$ cat src/hdl/zph_pkg.sv
// Shared types, constants and the key generator step for the position hash.
package zph_pkg;

   // Key store layout
   localparam int unsigned STORE_DEPTH = 793;
   localparam int unsigned PIECE_KEYS  = 768;
   localparam int unsigned CASTLE_BASE = 768;
   localparam int unsigned CASTLE_KEYS = 16;
   localparam int unsigned EP_BASE     = 784;
   localparam int unsigned EP_KEYS     = 8;
   localparam int unsigned SIDE_INDEX  = 792;

   localparam int unsigned INDEX_W     = 10;
   localparam int unsigned KEY_W       = 64;
   localparam int unsigned DRAW_W      = 16;
   localparam int unsigned DRAWS_PER_KEY = KEY_W / DRAW_W;

   // Generator
   localparam logic [31:0] SEED_WORD   = 32'd1804289371;
   localparam int unsigned XS_SHIFT_A  = 13;
   localparam int unsigned XS_SHIFT_B  = 17;
   localparam int unsigned XS_SHIFT_C  = 5;

   // Piece codes
   localparam logic [2:0] KIND_EMPTY   = 3'd0;
   localparam logic [2:0] KIND_LAST    = 3'd6;
   localparam int unsigned COLOR_OFFSET = 6;
   localparam int unsigned KEYS_PER_SQUARE = 12;

   // Queue between front and back
   localparam int unsigned QUEUE_DEPTH = 4;
   localparam int unsigned QPTR_W      = $clog2(QUEUE_DEPTH);
   localparam int unsigned QCNT_W      = $clog2(QUEUE_DEPTH + 1);

   // One classified square, as handed from front to back
   typedef struct packed {
      logic               piece_hit;
      logic [INDEX_W-1:0] piece_index;
      logic               last;
      logic               ep_valid;
      logic [2:0]         ep_file;
      logic [3:0]         castle_index;
      logic               black_to_move;
   } op_type;

   // One key written into the store during the fill
   typedef struct packed {
      logic               valid;
      logic [INDEX_W-1:0] index;
      logic [KEY_W-1:0]   key;
   } fill_wr_type;

   // One xorshift32 step
   function automatic logic [31:0] zph_xorshift(input logic [31:0] w);
      logic [31:0] a;
      logic [31:0] b;
      a = w ^ (w << XS_SHIFT_A);
      b = a ^ (a >> XS_SHIFT_B);
      return b ^ (b << XS_SHIFT_C);
   endfunction

endpackage

$ cat src/hdl/zph_keygen.sv
// Key store fill sequencer: xorshift32 draws packed four to a key.
module zph_keygen
   import zph_pkg::*;
(
   input  logic        clock,
   input  logic        reset,
   output fill_wr_type fill_wr,
   output logic        fill_done
);

   logic [31:0]               gen_ff;
   logic [31:0]               gen_in;
   logic [1:0]                draw_ff;
   logic [INDEX_W-1:0]        idx_ff;
   logic                      done_ff;
   logic [KEY_W-DRAW_W-1:0]   part_ff;

   // next draw
   always_comb begin
      gen_in = zph_xorshift(gen_ff);
   end

   // write beat when the fourth draw of a key comes out
   always_comb begin
      fill_wr.valid = !done_ff && (draw_ff == 2'(DRAWS_PER_KEY - 1));
      fill_wr.index = idx_ff;
      fill_wr.key   = {gen_in[DRAW_W-1:0], part_ff};
   end

   assign fill_done = done_ff;

   // draw sequencing
   always_ff @(posedge clock) begin
      if (reset) begin
         gen_ff  <= SEED_WORD;
         draw_ff <= '0;
         idx_ff  <= '0;
         done_ff <= 1'b0;
      end else if (!done_ff) begin
         gen_ff  <= gen_in;
         draw_ff <= draw_ff + 2'd1;
         if (draw_ff == 2'(DRAWS_PER_KEY - 1)) begin
            idx_ff <= idx_ff + INDEX_W'(1);
            if (idx_ff == INDEX_W'(STORE_DEPTH - 1)) begin
               done_ff <= 1'b1;
            end
         end
      end
   end

   // low draws shift in from the top, lowest draw ends at the bottom
   always_ff @(posedge clock) begin
      if (!done_ff) begin
         part_ff <= {gen_in[DRAW_W-1:0], part_ff[KEY_W-DRAW_W-1:DRAW_W]};
      end
   end

endmodule

$ cat config.mk
export PLATFORM = sky130hd
export DESIGN_NAME = zph_keygen
export DESIGN_NICKNAME = d
export VERILOG_FILES = /design/src/hdl/zph_pkg.sv /design/src/hdl/zph_keygen.sv
export SDC_FILE = /design/constraint.sdc
export NUM_CORES = 1
export LEC_CHECK = 0
export ABC_AREA = 0
export CAP_MARGIN = 20
export CORE_ASPECT_RATIO = 2
export CORE_MARGIN = 2
export CORE_UTILIZATION = 45
export CTS_CLUSTER_SIZE = 20
export DETAILED_ROUTE_END_ITERATION = 6
export DONT_BUFFER_PORTS = 1
export GPL_TIMING_DRIVEN = 0
export MAX_ROUTING_LAYER = met4
export PLACE_DENSITY = 0.6
export SLEW_MARGIN = 0
export SYNTH_ARGS = -nofsm -noshare
export SYNTH_HDL_FRONTEND = slang
export SYNTH_SLANG_ARGS = --single-unit
$ cat constraint.sdc
create_clock -name clock -period 2.94 [get_ports clock]
set_input_delay 0.147 -clock clock [delete_from_list [all_inputs] [get_ports clock]]
set_output_delay 0.147 -clock clock [all_outputs]
set_load 0.01 [all_outputs]
[Word-level counts from Yosys, hierarchy flattened]
Cells that the tools add are included.
Word-level totals
  register bits: 93
  bits of input ports: 2
  output and inout port bits: 76
  word-level logic and storage cells: 19
Cells by class
  $add $sub $neg: 2
  eq/ne operators: 2
  muxes and demuxes: 3
  bitwise logic cells: 4
  reduce and logical (&&, ||, !) cells: 3
Operators by type and width (number)
  XOR 32 bit: 2
  XOR 32 x 15 -> 32 bit: 1
  adder 10 x 1 -> 10 bit (second input constant): 1
  == test 10 bit (second input constant): 1
  2-to-1 mux 1 bit: 3
  adder 2 x 1 -> 2 bit (second input constant): 1
  == test 2 bit (second input constant): 1
  AND reduction 2 bit: 1
  logical AND 1 bit: 1
  logical NOT 1 bit: 1
  inverter 1 bit: 1

[Longest topological paths before layout]
  depth after elaboration: 4
  mapped depth: 6
  depth with buffers taken out: 6

[Worst setup path before layout]
No wires, ideal clock.
  kind: reg2reg
  start point: register done_ff, in the netlist fill_done
  end point: register gen_ff[10]
  setup time: 120 ps
  data arrival time: 2540 ps
  required time: 2820 ps
  slack: 280 ps
  cell stages (with the launch flop): 5
  path buffers: 1
  clock period less this slack: 2660 ps
  path through: dfxtp_1 -> clkbuf_1 -> clkinv_1 -> or3_1 -> o31a_1
RTL lines
  start: declaration: line zph_keygen.sv:15  | logic done_ff;
  start signal: assignment: line zph_keygen.sv:38  | done_ff <= 1'b0;
  start signal: assignment: line zph_keygen.sv:45  | done_ff <= 1'b1;
  end signal: assignment: line zph_keygen.sv:40  | gen_ff <= gen_in;
  end: declaration: line zph_keygen.sv:11  | logic [31:0] gen_ff;

==> key figures <==
Logic synthesis
  • Synth cell types: 41
  • Post-synth top flop: edfxtp_1
  • Top cells by area, synth: edfxtp_1 (34%), dfxtp_1 (21%), xnor2_1 (8.7%)
  • Dominant cell type by area after synthesis: edfxtp_1
  • Sequential-to-total area share from yosys stat: between 50% and 60%
  • EDFF count, synth: 48
  • Flops & latches, synth: 93
  • Syn Std Cell Area: approximately 4200 µm²
  • Syn Nets: ~350
  • Post-Syn Area per Cell: 12.3 µm²
  • Fraction of registers with async set or reset after synthesis: 0%
  • Cells after Synth: approximately 340
  • Area share of the largest cell type after synthesis: 34.1%
  • Ys Warns: 0

Worst setup path
  • Critical path class: reg -> reg
  • Cell depth of the worst flop-to-flop path: 4
  • CP Data Arrival Time: about 2.8 ns
  • Crit. End Element: flop
  • Req. time, crit path: ~3.2 ns
  • Startpoint Class: flop
  • Crit Path Max Fanout: 57

Timing
  • RSZ-0062 raised after global routing: no
  • Final setup violation count: 0
  • F_max: 395 MHz
  • Max Slew Vio Count: 0
  • Final Worst Setup Slack: 0.409 ns
  • Slew HR: between 30% and 40%
  • Clk_skew: about 0.0086 ns
  • Setup_tns: 0 ns
  • Worst slew pin tran: 0.938 ns
  • Period utilization: 86.1%
  • Final hold vios: 0
  • Minimum clock period: around 2.5 ns

Routing
  • Vias per inst: 5.23
  • Pre-Repair DR Iteration Count: 7
  • Via count: between 2,000 and 2,500
  • Wire per inst: about 17 µm
  • Remaining antenna violation count: 0
  • WL final: roughly 8.1 mm
  • Drt drc: 0
  • Starting DRT DRC Count: 183

Finish
  • Area growth syn-to-layout: 10.2%
  • Final Util: roughly half
  • Most frequent cells in the layout: edfxtp_1 (48), dfxtp_1 (45), xnor2_1 (42)
  • Filler cell count: 848
  • Fin nets: between 300 and 400
  • Ant diodes: 0
  • Layout cell share with drive strength beyond 1: around 14%
  • Most common cell after layout, fill and taps aside: edfxtp_1

Global route
  • Met2 Use GR: 30.1%
  • GRT Max-Usage Layer: met2
  • First-pass GRT wire length: around 13 mm
  • Grt ovf: 0
  • M1 GR Usage: between 10% and 20%
  • Met3 Track Usage GR: under 10%
  • Initial antenna violation count: 0
  • Gr usage total: roughly 17%
  • Largest net degree at the start of global routing: 58
  • Vias in the first global route: 2,410

Clock network
  • Worst-path clk slew: 0.06 ns
  • Htree depth: 3
  • Post-CTS sizing: 0
  • Sink Count: 93
  • TritonCTS Buffers: 9
  • Root buffer cell: clkbuf_16
  • Clock Latency Late Sink: 0.34 ns
  • Max Buffers Root-to-Sink: 2
  • Setup repair bufs after CTS: 0
  • CTS tree: done
  • CTS Hold Bufs: 0

Floorplanning
  • Cell Rows: 50
  • Die area: between 10,000 and 15,000 µm²
  • Starting density of the core: 45.7%
  • Die Y: between 100 and 150 µm
  • Core area: 9260 µm²
  • I/O pin cnt: 78
  • Die Wd: approximately 73 µm

Power and ir drop
  • Power Density: ~1600 nW/µm²
  • PnR Total Power: between 0.007 and 0.008 W
  • Maximum VDD drop: roughly 0.43 mV
  • P_leak: ~1.8 nW

Worst hold path
  • Worst min path class: in -> reg
  • Hold Path Depth: 2

Status
  • Outcome: finished, final reports clean

Placement
  • Pre-CTS setup slack: about 0.4 ns
  • GPL Wtd Cong: just over 0.8
  • DP Wirelength: about 5.7 mm
  • PortBufs: 0

Run
  • Max cap viols: 0
## path summary, 6_finish.rpt
path | startpoint | endpoint | slack, ns
worst max register to register | fill_done | gen_ff[10] | 0.41
worst min-delay path | reset | gen_ff[18] | 0.06
worst max-delay path | fill_done | gen_ff[10] | 0.41
worst min register to register | part_ff[38] | part_ff[22] | 0.52
## cells by family (layout without fill, tap and decap cells)
| family | after synthesis | in the layout | synth area share (%) |
|---|---|---|---|
| compound gates | 38 | 38 | 5.24 |
| xor+xnor | 76 | 76 | 21.1 |
| mux | 3 | 3 | 0.739 |
| simple gates | 88 | 88 | 11.2 |
| flops | 93 | 93 | 55.4 |
| buf+inv | 43 | 59 | 5.56 |
| fa+ha+maj | 3 | 3 | 0.887 |
## stage by stage
step                      area [µm²]  hold slack, ns  instances
after CTS                       4660          0.0412        464
after floorplan                 4230           0.373        344
final                           4660          0.0573        464
after global placement          4360           0.378        448
after detailed placement        4360           0.399        448
after global routing            4660          0.0543        464
## registers in the layout (all words and copies together), names as in the netlist
signal / count
gen_ff: 32
draw_ff: 2
part_ff: 48
fill_done: 1
idx_ff: 10
## Yosys cell counts, types with 3 or more instances
cell type	count
ha_1	3
or3_1	6
xnor3_1	9
xor3_2	3
buf_4	16
o21ai_1	7
nand2_1	13
inv_1	4
clkbuf_1	11
dfxtp_1	45
a21oi_1	12
or3b_1	11
nor3_1	15
xor2_1	17
buf_2	10
nor2b_1	3
xnor2_1	42
edfxtp_1	48
o21ai_0	11
nor2_1	28
## where the power goes
| group | internal (W) | switching, W |
|---|---|---|
| clock network | 0.000666 | 0.000496 |
| logic | 0.00190 | 0.00168 |
| registers | 0.00215 | 0.000513 |
## critical path, stage by stage (launching register included)
cell and delay, ns:
dfxtp_1 0.42, clkbuf_1 0.40, clkinv_2 0.85, or3_1 0.62, o31a_1 0.11
## area by class of cell
cell class	instances	area (µm²)	area share (%)
Multi-Input combinational cell	208	1650	35.4
Buffer	38	216	4.64
Tap cell	104	130	2.79
Inverter	5	20.0	0.429
Sequential cell	93	2340	50.2
Clock buffer	10	229	4.91
Clock inverter	6	72.6	1.56
## metal layers
metal	up-vias	share of wire, %
met5	-	0
met4	0	2.2
met1	1160	37
met2	62	56
li1	1191	-
met3	14	4.3
Power figures use the tool's default switching activity.
