### src/hdl/zph_pkg.sv
// Shared types, constants and the key generator step for the position hash.
package zph_pkg;

   // Key store layout
   localparam int unsigned STORE_DEPTH = 793;
   localparam int unsigned PIECE_KEYS  = 768;
   localparam int unsigned CASTLE_BASE = 768;
   localparam int unsigned CASTLE_KEYS = 16;
   localparam int unsigned EP_BASE     = 784;
   localparam int unsigned EP_KEYS     = 8;
   localparam int unsigned SIDE_INDEX  = 792;

   localparam int unsigned INDEX_W     = 10;
   localparam int unsigned KEY_W       = 64;
   localparam int unsigned DRAW_W      = 16;
   localparam int unsigned DRAWS_PER_KEY = KEY_W / DRAW_W;

   // Generator
   localparam logic [31:0] SEED_WORD   = 32'd1804289371;
   localparam int unsigned XS_SHIFT_A  = 13;
   localparam int unsigned XS_SHIFT_B  = 17;
   localparam int unsigned XS_SHIFT_C  = 5;

   // Piece codes
   localparam logic [2:0] KIND_EMPTY   = 3'd0;
   localparam logic [2:0] KIND_LAST    = 3'd6;
   localparam int unsigned COLOR_OFFSET = 6;
   localparam int unsigned KEYS_PER_SQUARE = 12;

   // Queue between front and back
   localparam int unsigned QUEUE_DEPTH = 4;
   localparam int unsigned QPTR_W      = $clog2(QUEUE_DEPTH);
   localparam int unsigned QCNT_W      = $clog2(QUEUE_DEPTH + 1);

   // One classified square, as handed from front to back
   typedef struct packed {
      logic               piece_hit;
      logic [INDEX_W-1:0] piece_index;
      logic               last;
      logic               ep_valid;
      logic [2:0]         ep_file;
      logic [3:0]         castle_index;
      logic               black_to_move;
   } op_type;

   // One key written into the store during the fill
   typedef struct packed {
      logic               valid;
      logic [INDEX_W-1:0] index;
      logic [KEY_W-1:0]   key;
   } fill_wr_type;

   // One xorshift32 step
   function automatic logic [31:0] zph_xorshift(input logic [31:0] w);
      logic [31:0] a;
      logic [31:0] b;
      a = w ^ (w << XS_SHIFT_A);
      b = a ^ (a >> XS_SHIFT_B);
      return b ^ (b << XS_SHIFT_C);
   endfunction

endpackage

### src/hdl/zph_queue.sv
// Short FIFO of classified operations between front and back.
module zph_queue
   import zph_pkg::*;
(
   input  logic   clock,
   input  logic   reset,
   input  logic   push_valid,
   output logic   push_ready,
   input  op_type push_op,
   output logic   pop_valid,
   input  logic   pop_ready,
   output op_type pop_op
);

   op_type             slot_ff [QUEUE_DEPTH];
   logic [QPTR_W-1:0]  wr_ptr_ff;
   logic [QPTR_W-1:0]  rd_ptr_ff;
   logic [QCNT_W-1:0]  count_ff;
   logic               do_push;
   logic               do_pop;

   assign push_ready = (count_ff != QCNT_W'(QUEUE_DEPTH));
   assign pop_valid  = (count_ff != '0);
   assign pop_op     = slot_ff[rd_ptr_ff];
   assign do_push    = push_valid && push_ready;
   assign do_pop     = pop_valid && pop_ready;

   // pointers and fill count
   always_ff @(posedge clock) begin
      if (reset) begin
         wr_ptr_ff <= '0;
         rd_ptr_ff <= '0;
         count_ff  <= '0;
      end else begin
         if (do_push) begin
            wr_ptr_ff <= wr_ptr_ff + QPTR_W'(1);
         end
         if (do_pop) begin
            rd_ptr_ff <= rd_ptr_ff + QPTR_W'(1);
         end
         unique case ({do_push, do_pop})
            2'b10:   count_ff <= count_ff + QCNT_W'(1);
            2'b01:   count_ff <= count_ff - QCNT_W'(1);
            default: count_ff <= count_ff;
         endcase
      end
   end

   // storage
   always_ff @(posedge clock) begin
      if (do_push) begin
         slot_ff[wr_ptr_ff] <= push_op;
      end
   end

endmodule

### config.mk
export PLATFORM = sky130hd
export DESIGN_NAME = zph_queue
export DESIGN_NICKNAME = d
export VERILOG_FILES = /design/src/hdl/zph_pkg.sv /design/src/hdl/zph_queue.sv
export SDC_FILE = /design/constraint.sdc
export NUM_CORES = 1
export LEC_CHECK = 0
export BUFFER_PORTS_ARGS = -buffer_cell sky130_fd_sc_hd__buf_4
export CORE_MARGIN = 5
export CORE_UTILIZATION = 30
export CTS_BUF_LIST = sky130_fd_sc_hd__clkbuf_4 sky130_fd_sc_hd__clkbuf_8
export DETAILED_ROUTE_END_ITERATION = 8
export PLACE_DENSITY = 0.55
export SYNTH_ARGS = -nofsm -noshare
export SYNTH_HDL_FRONTEND = slang
export SYNTH_SLANG_ARGS = --single-unit
### constraint.sdc
create_clock -name clock -period 1.7 [get_ports clock]
set_input_delay 0.34 -clock clock [delete_from_list [all_inputs] [get_ports clock]]
set_output_delay 0.34 -clock clock [all_outputs]
set_load 0.01 [all_outputs]
Word-level counts from Yosys, hierarchy flattened
Memories as Yosys holds them, arrays and structs flattened. A register that Yosys moved wholly into a read port is not among the register bits. Index checks and enable logic that the tools add are counted.

Add/sub/neg operators: 4. Equal/unequal tests: 3. Multiplexer cells: 5. Reduce and logical (&&, ||, !) cells: 4.

Operator list (number): $pmux W3 S2 (1); $add A2 B1 Y2 const B (2); $mux W2 (2); $add A3 B1 Y3 const B (1); $ne A3 B3 Y1 const B (1); $reduce_bool A3 Y1 (1); $sub A3 B1 Y3 const B (1); $eq A2 B1 Y1 const B (1); $eq A2 B2 Y1 const B (1); $logic_and A1 B1 Y1 (2); $mux W1 (2); $reduce_bool A2 Y1 (1).

Register bits after elaboration: 7. Bits in writable memories: 84. Input bits: 25. Output and inout bits: 23. Word-level logic and storage cells: 20. Memories: 1.

Memories: slot_ff (words 4, bits a word 21, rd ports 1, clocked after memory_dff 1, write ports 1, RTL line zph_queue.sv:15) `op_type slot_ff [QUEUE_DEPTH];`.

Longest topological paths before layout
Depth after elaboration: 4. Depth in mapped cells: 9. Mapped depth without buffers: 9.

Worst setup path before layout
No wires, ideal clock.

Kind: register to register. From: register count_ff[1]. To: register count_ff[2]. Setup time: 0.070 ns. Data arrival time: 1.799 ns. Required time: 1.630 ns. Setup slack: -0.169 ns. Cell stages (with the launch flop): 10. Buffers on the path: 0. Clock period less this slack: 1.869 ns. Cells stage by stage: dfxtp_1 -> nor2_2 -> a21boi_4 -> inv_1 -> ha_1 -> inv_1 -> fa_1 -> xor2_1 -> or3_1 -> a21oi_1.

Longest elaborated chain between the ends: 4. Elaborated cells between the ends (all ways): 10. Those cells by class: add/sub: 2; eq/ne: 3; mux: 1; reduce/logical: 4.

Ends and longest elaborated chain: from (decl) (RTL line zph_queue.sv:18) `logic [QCNT_W-1:0] count_ff;`; from (signal assigned) (RTL line zph_queue.sv:42) `2'b10: count_ff <= count_ff + QCNT_W'(1);`; from (signal assigned) (RTL line zph_queue.sv:43) `2'b01: count_ff <= count_ff - QCNT_W'(1);`; from (signal assigned) (RTL line zph_queue.sv:44) `default: count_ff <= count_ff;`; $ne A3 B3 Y1 or $reduce_bool A3 Y1 (tied branches) (RTL line zph_queue.sv:22, zph_queue.sv:23); $logic_and A1 B1 Y1 (on tied branches) (RTL line zph_queue.sv:25, zph_queue.sv:26); $eq A2 B1 Y1 or $eq A2 B2 Y1 (tied branches) (RTL line zph_queue.sv:41) `unique case ({do_push, do_pop})`; $pmux W3 S2 or $reduce_bool A2 Y1 (tied branches).

Several ways; a longest one is shown, not always the timed one. A chain may end at the register's enable or synchronous reset.

==> results.md <==
- Period utilization: 116%
- Gpl congestion: between 0.7 and 0.8
- Overall routing resource usage: 9.86%
- Hold path depth: 1
- Area leader, netlist: edfxtp_1
- Peak Freq: ~500 MHz
- Synthesized area per cell: 21.9 um2
- Synth-to-layout area growth: 28.4%
- TritonCTS clock tree: built
- FF-to-FF setup slack: -0.16 ns
- Core ar.: approximately 11,000 um2
- Setup crit end kind: output pin
- Worst Hold End: slot_ff[0][4]
- Final #Nets: 270
- FF-to-FF Start: count_ff[0]
- Fillers: just over 1,000
- CTS Buf Count: 9
- Startpoint types: flip-flop
- Most common cell in the netlist: edfxtp_1
- Initial Util: 30.7%
- M3 GR Usage: 3.87%
- Clk sinks: 93
- Gr busiest metal: met2
- Post-synth EDFFs: 84
- Min-delay src: push_op[4]
- Pwr dens: ~1400 nW/um2
- Reg2reg path depth: 9
- Drt drc: 0
- Mapped Area: around 3500 um2
- Synth Register Bits: 93
- CP Data Required Time: 1.36 ns
- Failing checks: negative setup slack
- Critical R2R Capture: count_ff[2]
- Initial drt markers: 80
- DR WL/cell: around 17 um
- CP Max Fanout: 8
- Vias in the first global route: ~1,900
- Met1 usage: between 10% and 20%
- Routed WL: 6570 um
- Max_cap viols: 0
- GRT Residual Overflow: 0
- Routed vias: approximately 1,700
- Synth cell types: 25
- Async SR Flop Fraction: 0%
- Final setup fails: 22
- Final ANT Viol Nets: 0
- # diodes: 0
- DP Area: approximately 4200 um2
- Area share of the largest cell type after synthesis: between 70 and 80%
- IO buf count: between 40 and 50
- Hold crit path type: primary input to flip-flop
- Outcome: finished, violations left
- Root buffer cell: clkbuf_8
- Antenna violations before repair: 0
- Io pins: 48
- Skew-Pair Late Insertion Delay: roughly 0.36 ns
- WS Path Type: flip-flop to output pin
- Final min period: slightly below 2 ns
- Post-Syn Nets: 192
- Ys flop type: edfxtp_1
- Relative slew slack: a little under 80%
- Power after layout: 6.26 mW
- Via/cell ratio: around 4.5
- Max H-tree Level: 3
- Synth cell count leaders: edfxtp_1, mux4_2, dfxtp_1, nor2_1, inv_1
- Synth warn: 0
- Pre-CTS WS: -0.131 ns
- Final hold slack: between 0.15 and 0.2 ns
- Lkg Pwr: about 1.6 nW
- Design Area, Final: roughly 4500 um2
- Global routing usage on met2: between 15 and 20%
- Largest cells by area after synthesis: edfxtp_1, mux4_2, dfxtp_1
- Largest net degree at the start of global routing: 22
- Die ar.: approximately 14,000 um2
- Final worst slack: -0.275 ns
- Rows: 39
- Die Y: 118 um
- Syn Inst Count: 161
- First-pass GRT wire length: roughly 10,000 um
- Share of cells above drive strength 1: between 40% and 50%
- Worst Path Arrival: 1.63 ns
- Post-DP HPWL: roughly 4300 um
- Setup Skew: just under 0.007 ns
- Hold_buf cts: 0
- Final hold violations: 0
- Sequential-to-total area share from yosys stat: 76.8%
- Die span in x: between 100 and 150 um
- Clock-pin slew on the worst setup and hold paths: approximately 0.080 ns
- Unrepaired setup endpoints after global routing: true
- Max-slew violations: 0
- Maximum VDD drop: about 0.71 mV
- Router iterations before antenna repair: 4
- CTS Buffer Depth: 2
- Worst slew pin tran: about 0.32 ns
## layer usage
metal  part of all wire (%)  vias to the layer above  wire, um
met5                      0                        -         0
met4                    2.0                        0       131
met3                    5.8                       11       382
met2                     50                       37      3270
met1                     42                      886      2790
li1                       -                      799         -
## cells by family (layout without fill, tap and decap cells)
| kind of cell | Yosys count | count (layout) | synth area share (%) |
|---|---|---|---|
| multiplexers | 23 | 23 | 14.2 |
| buffers and inverters | 11 | 94 | 1.67 |
| flip-flops | 93 | 93 | 76.8 |
| AND/OR/NAND/NOR | 18 | 18 | 2.56 |
| XOR/XNOR | 4 | 4 | 0.996 |
| adder cells (fa/ha/maj) | 6 | 6 | 2.35 |
| AO/OA/AOI/OAI | 6 | 6 | 1.46 |
## registers in the layout (all words and copies together), names as in the netlist, named ones only
signal     flops
slot_ff       84
wr_ptr_ff      2
count_ff       3
rd_ptr_ff      2
## repair_timing
action	in CTS	in global routing
endpoints found under the hold margin	0	0
pin swaps	2	3
cloned	1	0
gates resized for setup	25	6
setup endpoints to repair	23	24
buffers inserted	1	2
## stage by stage
stage | TNS (ns) | utilization, % | std cells
2_1_floorplan | -0.0605 | - | 161
3_3_place_gp | -0.0975 | 36.8 | 368
3_5_place_dp | -0.131 | 36.8 | 368
4_1_cts | -6.41 | 39.1 | 386
5_1_grt | -7.03 | 39.4 | 387
6_report | -5.27 | 39.4 | 387
## worst max-delay path by stage
stage                            from           to  slack [ns]  depth (start not counted)
after floorplan           count_ff[0]  count_ff[2]       -0.06                          9
after global placement     push_valid  count_ff[2]        -0.1                          9
after detailed placement   push_valid  count_ff[2]       -0.13                          9
after CTS                   flip-flop   pop_op[11]       -0.33                          3
after global routing        flip-flop   pop_op[11]       -0.35                          3
final                       flip-flop   pop_op[13]       -0.27                          3
## power by group
group	internal (mW)	switching, mW	total [mW]
combinational	1.25	0.858	2.11
clock	0.506	0.727	1.23
sequential	2.78	0.140	2.92
## layout make-up
| type | instances | area, um2 | share of cell area (%) |
|---|---|---|---|
| inverters | 6 | 22.5 | 0.499 |
| flip-flops and latches | 93 | 2720 | 60.2 |
| clock buffers | 9 | 124 | 2.74 |
| well taps | 143 | 179 | 3.96 |
| repair buffers | 72 | 664 | 14.7 |
| clock inverters | 7 | 32.5 | 0.720 |
| multi-input cells | 57 | 777 | 17.2 |
## critical path: stages (launching register included)
cell	delay, ns
dfxtp_4	0.43
buf_12	0.16
mux4_2	0.54
buf_6	0.14
## cells in the final DEF, fill, tap and decap left out, drive strengths merged, types with 2 or more instances in the layout
master,instances
a21oi,2
and2,4
buf,72
clkbuf,9
clkinv,6
dfxtp,9
edfxtp,84
ha,5
inv,6
mux4,21
nand2b,2
nor2,9
or3,2
xor2,3
No activity file was read; power rests on OpenSTA's default activity.
