### config.mk
export PLATFORM = sky130hd
export DESIGN_NAME = zph_front_flat
export DESIGN_NICKNAME = d
export VERILOG_FILES = /design/src/hdl/zph_pkg.sv /design/src/hdl/zph_if.sv /design/src/hdl/zph_front.sv /design/src/flat_wrapper.sv
export SDC_FILE = /design/constraint.sdc
export NUM_CORES = 1
export LEC_CHECK = 0
export BUFFER_PORTS_ARGS = -buffer_cell sky130_fd_sc_hd__buf_2
export CAP_MARGIN = 20
export CORE_AREA = 10 10 79 54
export CTS_BUF_LIST = sky130_fd_sc_hd__clkbuf_16
export CTS_CLUSTER_SIZE = 14
export DETAILED_ROUTE_END_ITERATION = 16
export DIE_AREA = 0 0 89 64
export HOLD_SLACK_MARGIN = 0.02
export MAX_ROUTING_LAYER = met4
export PLACE_DENSITY = 0.76
export SYNTH_ARGS = -nofsm -noshare
export SYNTH_HDL_FRONTEND = slang
export SYNTH_SLANG_ARGS = --single-unit
### constraint.sdc
create_clock -name clock -period 3.45 [get_ports clock]
set_input_delay 0.1725 -clock clock [delete_from_list [all_inputs] [get_ports clock]]
set_output_delay 0.1725 -clock clock [all_outputs]
set_load 0.1 [all_outputs]
### src/hdl/zph_pkg.sv
// Shared types, constants and the key generator step for the position hash.
package zph_pkg;

   // Key store layout
   localparam int unsigned STORE_DEPTH = 793;
   localparam int unsigned PIECE_KEYS  = 768;
   localparam int unsigned CASTLE_BASE = 768;
   localparam int unsigned CASTLE_KEYS = 16;
   localparam int unsigned EP_BASE     = 784;
   localparam int unsigned EP_KEYS     = 8;
   localparam int unsigned SIDE_INDEX  = 792;

   localparam int unsigned INDEX_W     = 10;
   localparam int unsigned KEY_W       = 64;
   localparam int unsigned DRAW_W      = 16;
   localparam int unsigned DRAWS_PER_KEY = KEY_W / DRAW_W;

   // Generator
   localparam logic [31:0] SEED_WORD   = 32'd1804289371;
   localparam int unsigned XS_SHIFT_A  = 13;
   localparam int unsigned XS_SHIFT_B  = 17;
   localparam int unsigned XS_SHIFT_C  = 5;

   // Piece codes
   localparam logic [2:0] KIND_EMPTY   = 3'd0;
   localparam logic [2:0] KIND_LAST    = 3'd6;
   localparam int unsigned COLOR_OFFSET = 6;
   localparam int unsigned KEYS_PER_SQUARE = 12;

   // Queue between front and back
   localparam int unsigned QUEUE_DEPTH = 4;
   localparam int unsigned QPTR_W      = $clog2(QUEUE_DEPTH);
   localparam int unsigned QCNT_W      = $clog2(QUEUE_DEPTH + 1);

   // One classified square, as handed from front to back
   typedef struct packed {
      logic               piece_hit;
      logic [INDEX_W-1:0] piece_index;
      logic               last;
      logic               ep_valid;
      logic [2:0]         ep_file;
      logic [3:0]         castle_index;
      logic               black_to_move;
   } op_type;

   // One key written into the store during the fill
   typedef struct packed {
      logic               valid;
      logic [INDEX_W-1:0] index;
      logic [KEY_W-1:0]   key;
   } fill_wr_type;

   // One xorshift32 step
   function automatic logic [31:0] zph_xorshift(input logic [31:0] w);
      logic [31:0] a;
      logic [31:0] b;
      a = w ^ (w << XS_SHIFT_A);
      b = a ^ (a >> XS_SHIFT_B);
      return b ^ (b << XS_SHIFT_C);
   endfunction

endpackage

### src/hdl/zph_if.sv
// Square request and key response channel interfaces.
interface zph_req_if;
   logic       valid;
   logic       ready;
   logic [2:0] square_file;
   logic [2:0] square_rank;
   logic [2:0] piece_kind;
   logic       piece_black;
   logic       last_square;
   logic       en_passant_valid;
   logic [2:0] en_passant_file;
   logic [1:0] white_castling;
   logic [1:0] black_castling;
   logic       black_to_move;

   modport source (
      output valid, square_file, square_rank, piece_kind, piece_black, last_square,
             en_passant_valid, en_passant_file, white_castling, black_castling,
             black_to_move,
      input  ready
   );
   modport sink (
      input  valid, square_file, square_rank, piece_kind, piece_black, last_square,
             en_passant_valid, en_passant_file, white_castling, black_castling,
             black_to_move,
      output ready
   );
endinterface


### src/hdl/zph_front.sv
// Front stage: accepts squares and classifies them into key store operations.
module zph_front
   import zph_pkg::*;
(
   input  logic   clock,
   input  logic   reset,
   input  logic   fill_done,
   zph_req_if.sink req_bus,
   output logic   push_valid,
   input  logic   push_ready,
   output op_type push_op
);

   logic   fs_valid_ff;
   op_type fs_op_ff;
   op_type op_in;
   logic   accept;
   logic [5:0]         square;
   logic [INDEX_W-1:0] square_base;
   logic [INDEX_W-1:0] piece_offset;

   assign req_bus.ready = fill_done && (!fs_valid_ff || push_ready);
   assign accept        = req_bus.valid && req_bus.ready;
   assign push_valid    = fs_valid_ff;
   assign push_op       = fs_op_ff;

   // classify: piece key index is square*12 + (kind-1) + 6*black
   always_comb begin
      square       = {req_bus.square_file, req_bus.square_rank};
      square_base  = (INDEX_W'(square) << 3) + (INDEX_W'(square) << 2);
      piece_offset = INDEX_W'(req_bus.piece_kind - 3'd1)
                     + (req_bus.piece_black ? INDEX_W'(COLOR_OFFSET) : '0);
      op_in.piece_hit     = (req_bus.piece_kind != KIND_EMPTY)
                            && (req_bus.piece_kind <= KIND_LAST);
      op_in.piece_index   = op_in.piece_hit ? square_base + piece_offset : '0;
      op_in.last          = req_bus.last_square;
      op_in.ep_valid      = req_bus.en_passant_valid;
      op_in.ep_file       = req_bus.en_passant_file;
      op_in.castle_index  = {req_bus.white_castling, req_bus.black_castling};
      op_in.black_to_move = req_bus.black_to_move;
   end

   // stage valid
   always_ff @(posedge clock) begin
      if (reset) begin
         fs_valid_ff <= 1'b0;
      end else if (accept) begin
         fs_valid_ff <= 1'b1;
      end else if (push_ready) begin
         fs_valid_ff <= 1'b0;
      end
   end

   // stage payload
   always_ff @(posedge clock) begin
      if (accept) begin
         fs_op_ff <= op_in;
      end
   end

endmodule

### src/flat_wrapper.sv
// flat-port wrapper written by rule: the top's interface ports become plain ports
module zph_front_flat import zph_pkg::*;
  (clock, reset, fill_done, push_valid, push_ready, push_op, req_bus_valid, req_bus_square_file, req_bus_square_rank, req_bus_piece_kind, req_bus_piece_black, req_bus_last_square, req_bus_en_passant_valid, req_bus_en_passant_file, req_bus_white_castling, req_bus_black_castling, req_bus_black_to_move, req_bus_ready);
  zph_req_if req_bus_i ();
  input  logic clock;
  input  logic reset;
  input  logic fill_done;
  output logic push_valid;
  input  logic push_ready;
  output op_type push_op;
  input wire logic [$bits(req_bus_i.valid)-1:0] req_bus_valid;
  input wire logic [$bits(req_bus_i.square_file)-1:0] req_bus_square_file;
  input wire logic [$bits(req_bus_i.square_rank)-1:0] req_bus_square_rank;
  input wire logic [$bits(req_bus_i.piece_kind)-1:0] req_bus_piece_kind;
  input wire logic [$bits(req_bus_i.piece_black)-1:0] req_bus_piece_black;
  input wire logic [$bits(req_bus_i.last_square)-1:0] req_bus_last_square;
  input wire logic [$bits(req_bus_i.en_passant_valid)-1:0] req_bus_en_passant_valid;
  input wire logic [$bits(req_bus_i.en_passant_file)-1:0] req_bus_en_passant_file;
  input wire logic [$bits(req_bus_i.white_castling)-1:0] req_bus_white_castling;
  input wire logic [$bits(req_bus_i.black_castling)-1:0] req_bus_black_castling;
  input wire logic [$bits(req_bus_i.black_to_move)-1:0] req_bus_black_to_move;
  output wire logic [$bits(req_bus_i.ready)-1:0] req_bus_ready;
  assign req_bus_i.valid = req_bus_valid;
  assign req_bus_i.square_file = req_bus_square_file;
  assign req_bus_i.square_rank = req_bus_square_rank;
  assign req_bus_i.piece_kind = req_bus_piece_kind;
  assign req_bus_i.piece_black = req_bus_piece_black;
  assign req_bus_i.last_square = req_bus_last_square;
  assign req_bus_i.en_passant_valid = req_bus_en_passant_valid;
  assign req_bus_i.en_passant_file = req_bus_en_passant_file;
  assign req_bus_i.white_castling = req_bus_white_castling;
  assign req_bus_i.black_castling = req_bus_black_castling;
  assign req_bus_i.black_to_move = req_bus_black_to_move;
  assign req_bus_ready = req_bus_i.ready;
  zph_front u_core (.clock(clock), .reset(reset), .fill_done(fill_done), .req_bus(req_bus_i), .push_valid(push_valid), .push_ready(push_ready), .push_op(push_op));
endmodule
Word level (Yosys, flattened, before mapping)
Index checks and enable logic that the tools add are counted.
W data, S select, Z words.
{"block": "classes", "n_addsub": 4, "n_mul": 0, "div_mod_pow": 0, "order_cmp": 1, "n_eq_ne": 0, "shifts": 0, "muxes": 3, "bitwise_logic": 0, "n_reduce_logical": 7}
{"op": "$add A10 B10 Y10", "n": 2}
{"op": "$add A9 B8 Y10", "n": 1}
{"op": "$sub A3 B1 Y4 const B", "n": 1}
{"op": "$le A3 B3 Y1 const B", "n": 1}
{"op": "$logic_and A1 B1 Y1", "n": 3}
{"op": "$mux W3", "n": 1}
{"op": "$reduce_bool A3 Y1", "n": 1}
{"op": "$mux W1", "n": 2}
{"op": "$reduce_bool A2 Y1", "n": 1}
{"op": "$logic_not A1 Y1", "n": 1}
{"op": "$logic_or A1 B1 Y1", "n": 1}
{"block": "word_totals", "regBits": 22, "latch_bits": 0, "mem_bits_rw": 0, "romBits": 0, "input_bits": 25, "elab_cells": 23, "mem_count": 0}

Depth between registers and ports, before layout
Gate-level depths: netlist (run 1).
{"block": "logic_depth", "word_depth": 5, "ltp_mapped": 12, "depth_no_buf": 12}

Worst setup path after synthesis (run 1)
OpenSTA, ideal clock, no wires.
{"block": "synth_path", "path_kind": "input to register", "startpoint": "in req_bus_piece_kind[2]", "endpoint": "reg u_core.fs_op_ff (netlist bit u_core.push_op[19]) (data pin)", "setup_time_ns": 0.140, "arrival_time_ns": 2.356, "t_required_ns": 3.310, "path_slack_ns": 0.953, "path_stages": 9, "path_buffers": 0, "path_cell_list": "nor3_1 > inv_1 > fa_1 > inv_1 > ha_1 > nand3_1 > or3_4 > a21o_1 > a21oi_2"}
{"block": "synth_via", "elab_chain_len": 3}
{"element": "start: declaration", "line": "flat_wrapper.sv:14", "source": "input wire logic [$bits(req_bus_i.piece_kind)-1:0] req_bus_piece_kind;"}
{"element": "$sub A3 B1 Y4", "line": "zph_front.sv:31", "source": "piece_offset = INDEX_W'(req_bus.piece_kind - 3'd1)"}
{"element": "$add A10 B10 Y10", "line": "zph_front.sv:32", "source": "+ (req_bus.piece_black ? INDEX_W'(COLOR_OFFSET) : '0);"}
{"element": "$add A10 B10 Y10", "line": "zph_front.sv:35", "source": "op_in.piece_index = op_in.piece_hit ? square_base + piece_offset : '0;"}
{"element": "end signal: assignment", "line": "zph_front.sv:57", "source": "fs_op_ff <= op_in;"}
{"element": "end: declaration", "line": "zph_front.sv:15", "source": "op_type fs_op_ff;"}
Several ways; a longest one is shown, not always the timed one.
A chain may end at the register's enable or synchronous reset.

Worst setup path after layout (run 1)
{"block": "layout_path", "startpoint": "in req_bus_piece_kind[0]", "endpoint": "reg u_core.fs_op_ff (netlist bit u_core.push_op[18]) (data pin)"}
The elaborated chain is that of the path after synthesis.

==> results of run 1 <==
-- metrics by stage --
stage | hold WS [ns] | power [mW]
final | 0.0686 | 0.950
after detailed placement | 0.340 | 0.637
after global placement | 0.326 | 0.626
after CTS | 0.0657 | 0.959
after floorplan | 0.242 | 0.569
after global routing | 0.0702 | 0.997
-- layout by cell type (no fill, tap or decap), types with 6 or more instances in the layout --
master    count
ha_1         12
buf_2        47
edfxtp_1     21
nor3_1        6
inv_1        17
fa_1          7
a21oi_1       6
-- per-layer routing --
| layer | routed length (µm) | up-vias | GRT usage |
|---|---|---|---|
| li1 | - | 482 | - |
| met4 | 106 | 0 | 0.0711 |
| met2 | 1540 | 35 | 0.178 |
| met1 | 1310 | 459 | 0.140 |
| met3 | 209 | 11 | 0.0342 |
| met5 | 0 | - | - |
-- power by group through the flow --
stage | registers, mW | clock network [mW] | logic (mW)
floorplan | 0.445 | 0 | 0.124
global placement | 0.327 | 0 | 0.298
detailed placement | 0.328 | 0 | 0.309
CTS | 0.322 | 0.327 | 0.310
global route | 0.324 | 0.338 | 0.335
finish | 0.322 | 0.319 | 0.309
-- path summary, 6_finish.rpt --
kind	startpoint	cells past startpoint	end	slack, ns
worst max-delay path	req_bus_piece_kind[0]	13	u_core.push_op[18]	1.03
worst min-delay path	reset	2	u_core.push_valid	0.07
worst max register to register	u_core.push_valid	2	u_core.push_op[10]	1.87
worst min register to register	u_core.push_valid	2	u_core.push_valid	0.53
-- layout make-up --
| class | instances | area [µm²] |
|---|---|---|
| fillers | 226 | 1090 |
| flip-flops and latches | 22 | 651 |
| multi-input cells | 67 | 597 |
| repair buffers | 48 | 243 |
| clock buffers | 3 | 75.1 |
| inverters | 18 | 67.6 |
| well taps | 34 | 42.5 |
| clock inverters | 1 | 30.0 |
-- state kept, by name, indices dropped and copies added, names as in the netlist --
name,flops
u_core.push_op,21
u_core.push_valid,1
-- logic make-up after synthesis --
kind of cell / count (synthesis) / synth area share
AND/OR/NAND/NOR: 28 / 0.119
flip-flops: 22 / 0.493
buffers and inverters: 19 / 0.0550
adder cells (fa/ha/maj): 19 / 0.220
AO/OA/AOI/OAI: 18 / 0.0986
XOR/XNOR: 1 / 0.00664
multiplexers: 1 / 0.00758
-- worst max-delay path: stages --
cell and delay [ns]:
buf_2 0.11, inv_1 0.08, ha_1 0.21, xnor2_1 0.17, fa_1 0.43, inv_1 0.07
ha_1 0.21, inv_1 0.07, fa_1 0.38, nor2b_1 0.20, o31ai_1 0.12, a21oi_1 0.14
nor3b_1 0.06
==> flow_summary.toml, run 1 <==
[outcome]
outcome = "complete, no violations"

[power]
power_per_cell_area_nw_per_um2 = 557
leakage_nw = 0.810
ir_drop_mv = 0.243
clkPwrFrac = 0.336
switching_share = 0.333
pwr-share-comb = 0.325
p_switching_mw = 0.317
internal_power_mw = 0.633
p_seq_frac = 0.339

[cells_and_area]
antenna_cells = 0
drive_above_1_share = 0.358
finish.utilization = 0.610
areaGrowthSynthToFinish_pct = 29.2
final_nets = 204
fin_area_um2 = 1710
layoutNonFillerInstCount = 193

[clock_tree]
postCtsHoldBufs = 0
cts_root_buf = "clkbuf_16"
ctsResizeCount = 0
tritoncts = "yes"
cts.sinks = 22
cts_buffers = 3
clock_path_buffers = 2
post-cts-setup-buffers = 0
clk_pin_slew_ns = 0.06
cts_max_level = 1
clock_latency_ns = 0.25

[synthesis]
yosysSeqAreaShare = 0.493
synthTopCellsByCount = "edfxtp_1, inv_1, ha_1, fa_1"
avgSynthCellArea_um2 = 12.2
synth.area.top_cells = "edfxtp_1, ha_1, fa_1, inv_1, a21oi_1"
ys_types = 32
syn_inst = 108
synth_top_area_cell = "edfxtp_1"
synth_ff_type = "edfxtp_1"
syn_nets = 152
synth_edf_count = 21
netlist.area_leader.share = 0.478
syn_area_um2 = 1320
synth_warnings = 0
synth_most_common_cell = "edfxtp_1"
synthArstFlopShare = 0
ys_seq_elements = 22

[sta]
clock.fmax_ghz = 0.413
fin_crit_sh = 0.702
layout_setup_ws_ns = 1.03
skew_ns = 0.00230
rsz0062_at_grt = "false"
slew_headroom = 0.372
setup_viol = 0
period_needed_ns = 2.42
fin_setup_tns_ns = 0
hold_viol_final = 0
tightest_slew_ns = 0.942
final_max_slew_viol_count = 0

[placed_design]
io_buffers = 47
post-dp-hpwl_mm = 2.66
dp_cells = 189
dp_slack_ns = 0.762
place_congestion = 0.880
dpl-instance-area_um2 = 1600

[grt]
grt_pass1_vias = 1030
gr-total-overflow = 0
grt_pass1_wl_mm = 4.99
grt_use_total = 0.120
grt_max_degree = 22
antenna_found_initial = 0

[setup_path]
crit_fanout = 4
crit_required_ns = 3.44
worst-setup-path-type = "input port to flop"
crit_path_end_kind = "flop"
crit_path_start_kind = "input port"
crit_arrival_ns = 2.42

[flow_run]
cap_violations = 0

[detailed_routing]
antenna_left = 0
drc = 0
vias = 987
wirelength_mm = 3.17
avgViaCountPerCell = 5.11
drt-wirelength-per-cell_um = 16.4
drtPass1Iterations = 4
drtIter0Drc = 56

[floorplan]
initial_core_util = 0.472
die_w_um = 89
core.rowCount = 15
dieHeight_um = 64
dieArea_um2 = 5700
ioPinCount = 48
core_um2 = 2800

[min_path]
worst_hold_path_type = "input port to flop"
(Power assumes the default switching activity.)
==> run 2, diff against run 1 <==
==> constraint.sdc (replaced) <==
create_clock -name clock -period 2.5 [get_ports clock]
set_input_delay 0.125 -clock clock [delete_from_list [all_inputs] [get_ports clock]]
set_output_delay 0.125 -clock clock [all_outputs]
set_load 0.1 [all_outputs]
==> run 2 against run 1 <==
Routed wire length decreased by 4.4%. Cell area is 2.2% higher. Worst setup slack got worse by 0.87 ns. Die area unchanged. Sequential power grew 38%. Clock power up 40%. Count of clock-buffer cells in the layout did not move. Critical endpoint unchanged. Highest routed layer unchanged.
==> flow_summary.toml, run 2 (synthesis results as in run 1) <==
[outcome]
outcome = "complete, no violations"

[setup_path]
crit_required_ns = 2.50
path_delay_family = "adder cells"
crit_arrival_ns = 2.34
worst_path_most_repeated_cell = "inv_1"
crit_fanout = 5
path_cells = "buf_2, inv_1, ha_1, xnor2_1, fa_1, inv_1, ha_1, inv_1, fa_1, nor2b_1, o31ai_1, a21oi_1, nor3b_1"
crit_path_end_kind = "flop"
critical_path.slowest_cell = "fa_1"
crit_path_start_kind = "input port"
cpPeakStageDelay_ns = 0.43
worst-setup-path-type = "input port to flop"
path_buf_inv = 4

[grt]
antenna_found_initial = 0
grt_use_total = 0.112
grt_pass1_vias = 1035
gr-total-overflow = 0
grt_pass1_wl_mm = 4.75
grt_max_degree = 14

[cells_and_area]
largest_reg_flops = 21
finish.utilization = 0.623
areaGrowthSynthToFinish_pct = 32.0
layoutNonFillerInstCount = 198
fin_area_um2 = 1740
multi_input_comb_area_um2 = 597
final_nets = 209
mostFrequentLayoutCell = "buf_2"
drive_above_1_share = 0.378
antenna_cells = 0
layout_common_cells = "buf_2, edfxtp_1, inv_1"
layout.area.seq_um2 = 651
fillers = 228

[floorplan]
initial_core_util = 0.472
core.rowCount = 15
dieArea_um2 = 5700
core_um2 = 2800
dieHeight_um = 64
die_w_um = 89
ioPinCount = 48

[detailed_routing]
drc = 0
drt-wirelength-per-cell_um = 15.3
antenna_left = 0
wirelength_mm = 3.03
avgViaCountPerCell = 5.01
drtPass1Iterations = 4
vias = 992
drtIter0Drc = 36

[sta]
slew_headroom = 0.664
rsz0062_at_grt = "false"
hold_viol_final = 0
period_needed_ns = 2.34
setup_viol = 0
tightest_slew_ns = 0.505
fin_crit_sh = 0.936
final_max_slew_viol_count = 0
clock.fmax_ghz = 0.427
layout_setup_ws_ns = 0.160
skew_ns = 0.00172

[clock_tree]
ctsResizeCount = 0
tritoncts = "yes"
cts_root_buf = "clkbuf_16"
cts_max_level = 1
clock_path_buffers = 2
clk_pin_slew_ns = 0.06
clock_latency_ns = 0.26
post-cts-setup-buffers = 0
cts.sinks = 22
postCtsHoldBufs = 0
cts_buffers = 3

[placed_design]
dp_cells = 194
dpl-instance-area_um2 = 1640
io_buffers = 47
place_congestion = 0.837
post-dp-hpwl_mm = 2.54
dp_slack_ns = -0.0970

[power]
switching_share = 0.333
power_per_cell_area_nw_per_um2 = 758
pwr-share-comb = 0.325
clkPwrFrac = 0.339
ir_drop_mv = 0.402
finalPower_mw = 1.32
leakage_nw = 0.835
internal_power_mw = 0.882
p_seq_frac = 0.336
p_switching_mw = 0.440

[flow_run]
cap_violations = 0

[min_path]
worst_hold_path_type = "input port to flop"
==> run 2: changes by cell type in the layout (fill, tap and decap cells not counted), sizes merged <==
cell / delta
buf: +5
==> run 2: power groups by stage <==
stage,Sequential (mW),Clock (mW),Combinational [mW]
6_report,0.444,0.448,0.429
5_1_grt,0.446,0.471,0.466
4_1_cts,0.444,0.461,0.432
3_5_place_dp,0.452,0,0.431
3_3_place_gp,0.451,0,0.419
2_1_floorplan,0.615,0,0.171
==> run 2: metrics by stage <==
step / TNS (ns) / hold WS (ns)
CTS: 0 / 0.0214
floorplan: 0 / 0.194
global route: 0 / 0.0220
global placement: 0 / 0.279
finish: 0 / 0.0279
detailed placement: -0.190 / 0.296
==> run 2: per-layer routing <==
metal	part of all wire	global-route usage	vias up
met5	0	-	-
met4	0.043	0.0652	0
met3	0.067	0.0342	10
met2	0.46	0.183	35
met1	0.43	0.117	459
li1	-	-	488
==> run 2: path summary, 6_finish.rpt <==
path,start,end,slack (ns),depth (start not counted)
setup / recovery,req_bus_piece_kind[1],u_core.push_op[18],0.16,13
hold / removal,reset,u_core.push_valid,0.03,2
setup reg to reg,u_core.push_valid,u_core.push_op[5],1.01,3
hold reg to reg,u_core.push_valid,u_core.push_valid,0.53,2
==> run 2: cell type report <==
cell class / count / share of cell area
Clock inverter: 1 / 0.0172
Timing Repair Buffer: 53 / 0.161
Sequential cell: 22 / 0.373
Multi-Input combinational cell: 67 / 0.342
Clock buffer: 3 / 0.0431
Tap cell: 34 / 0.0244
Inverter: 18 / 0.0388
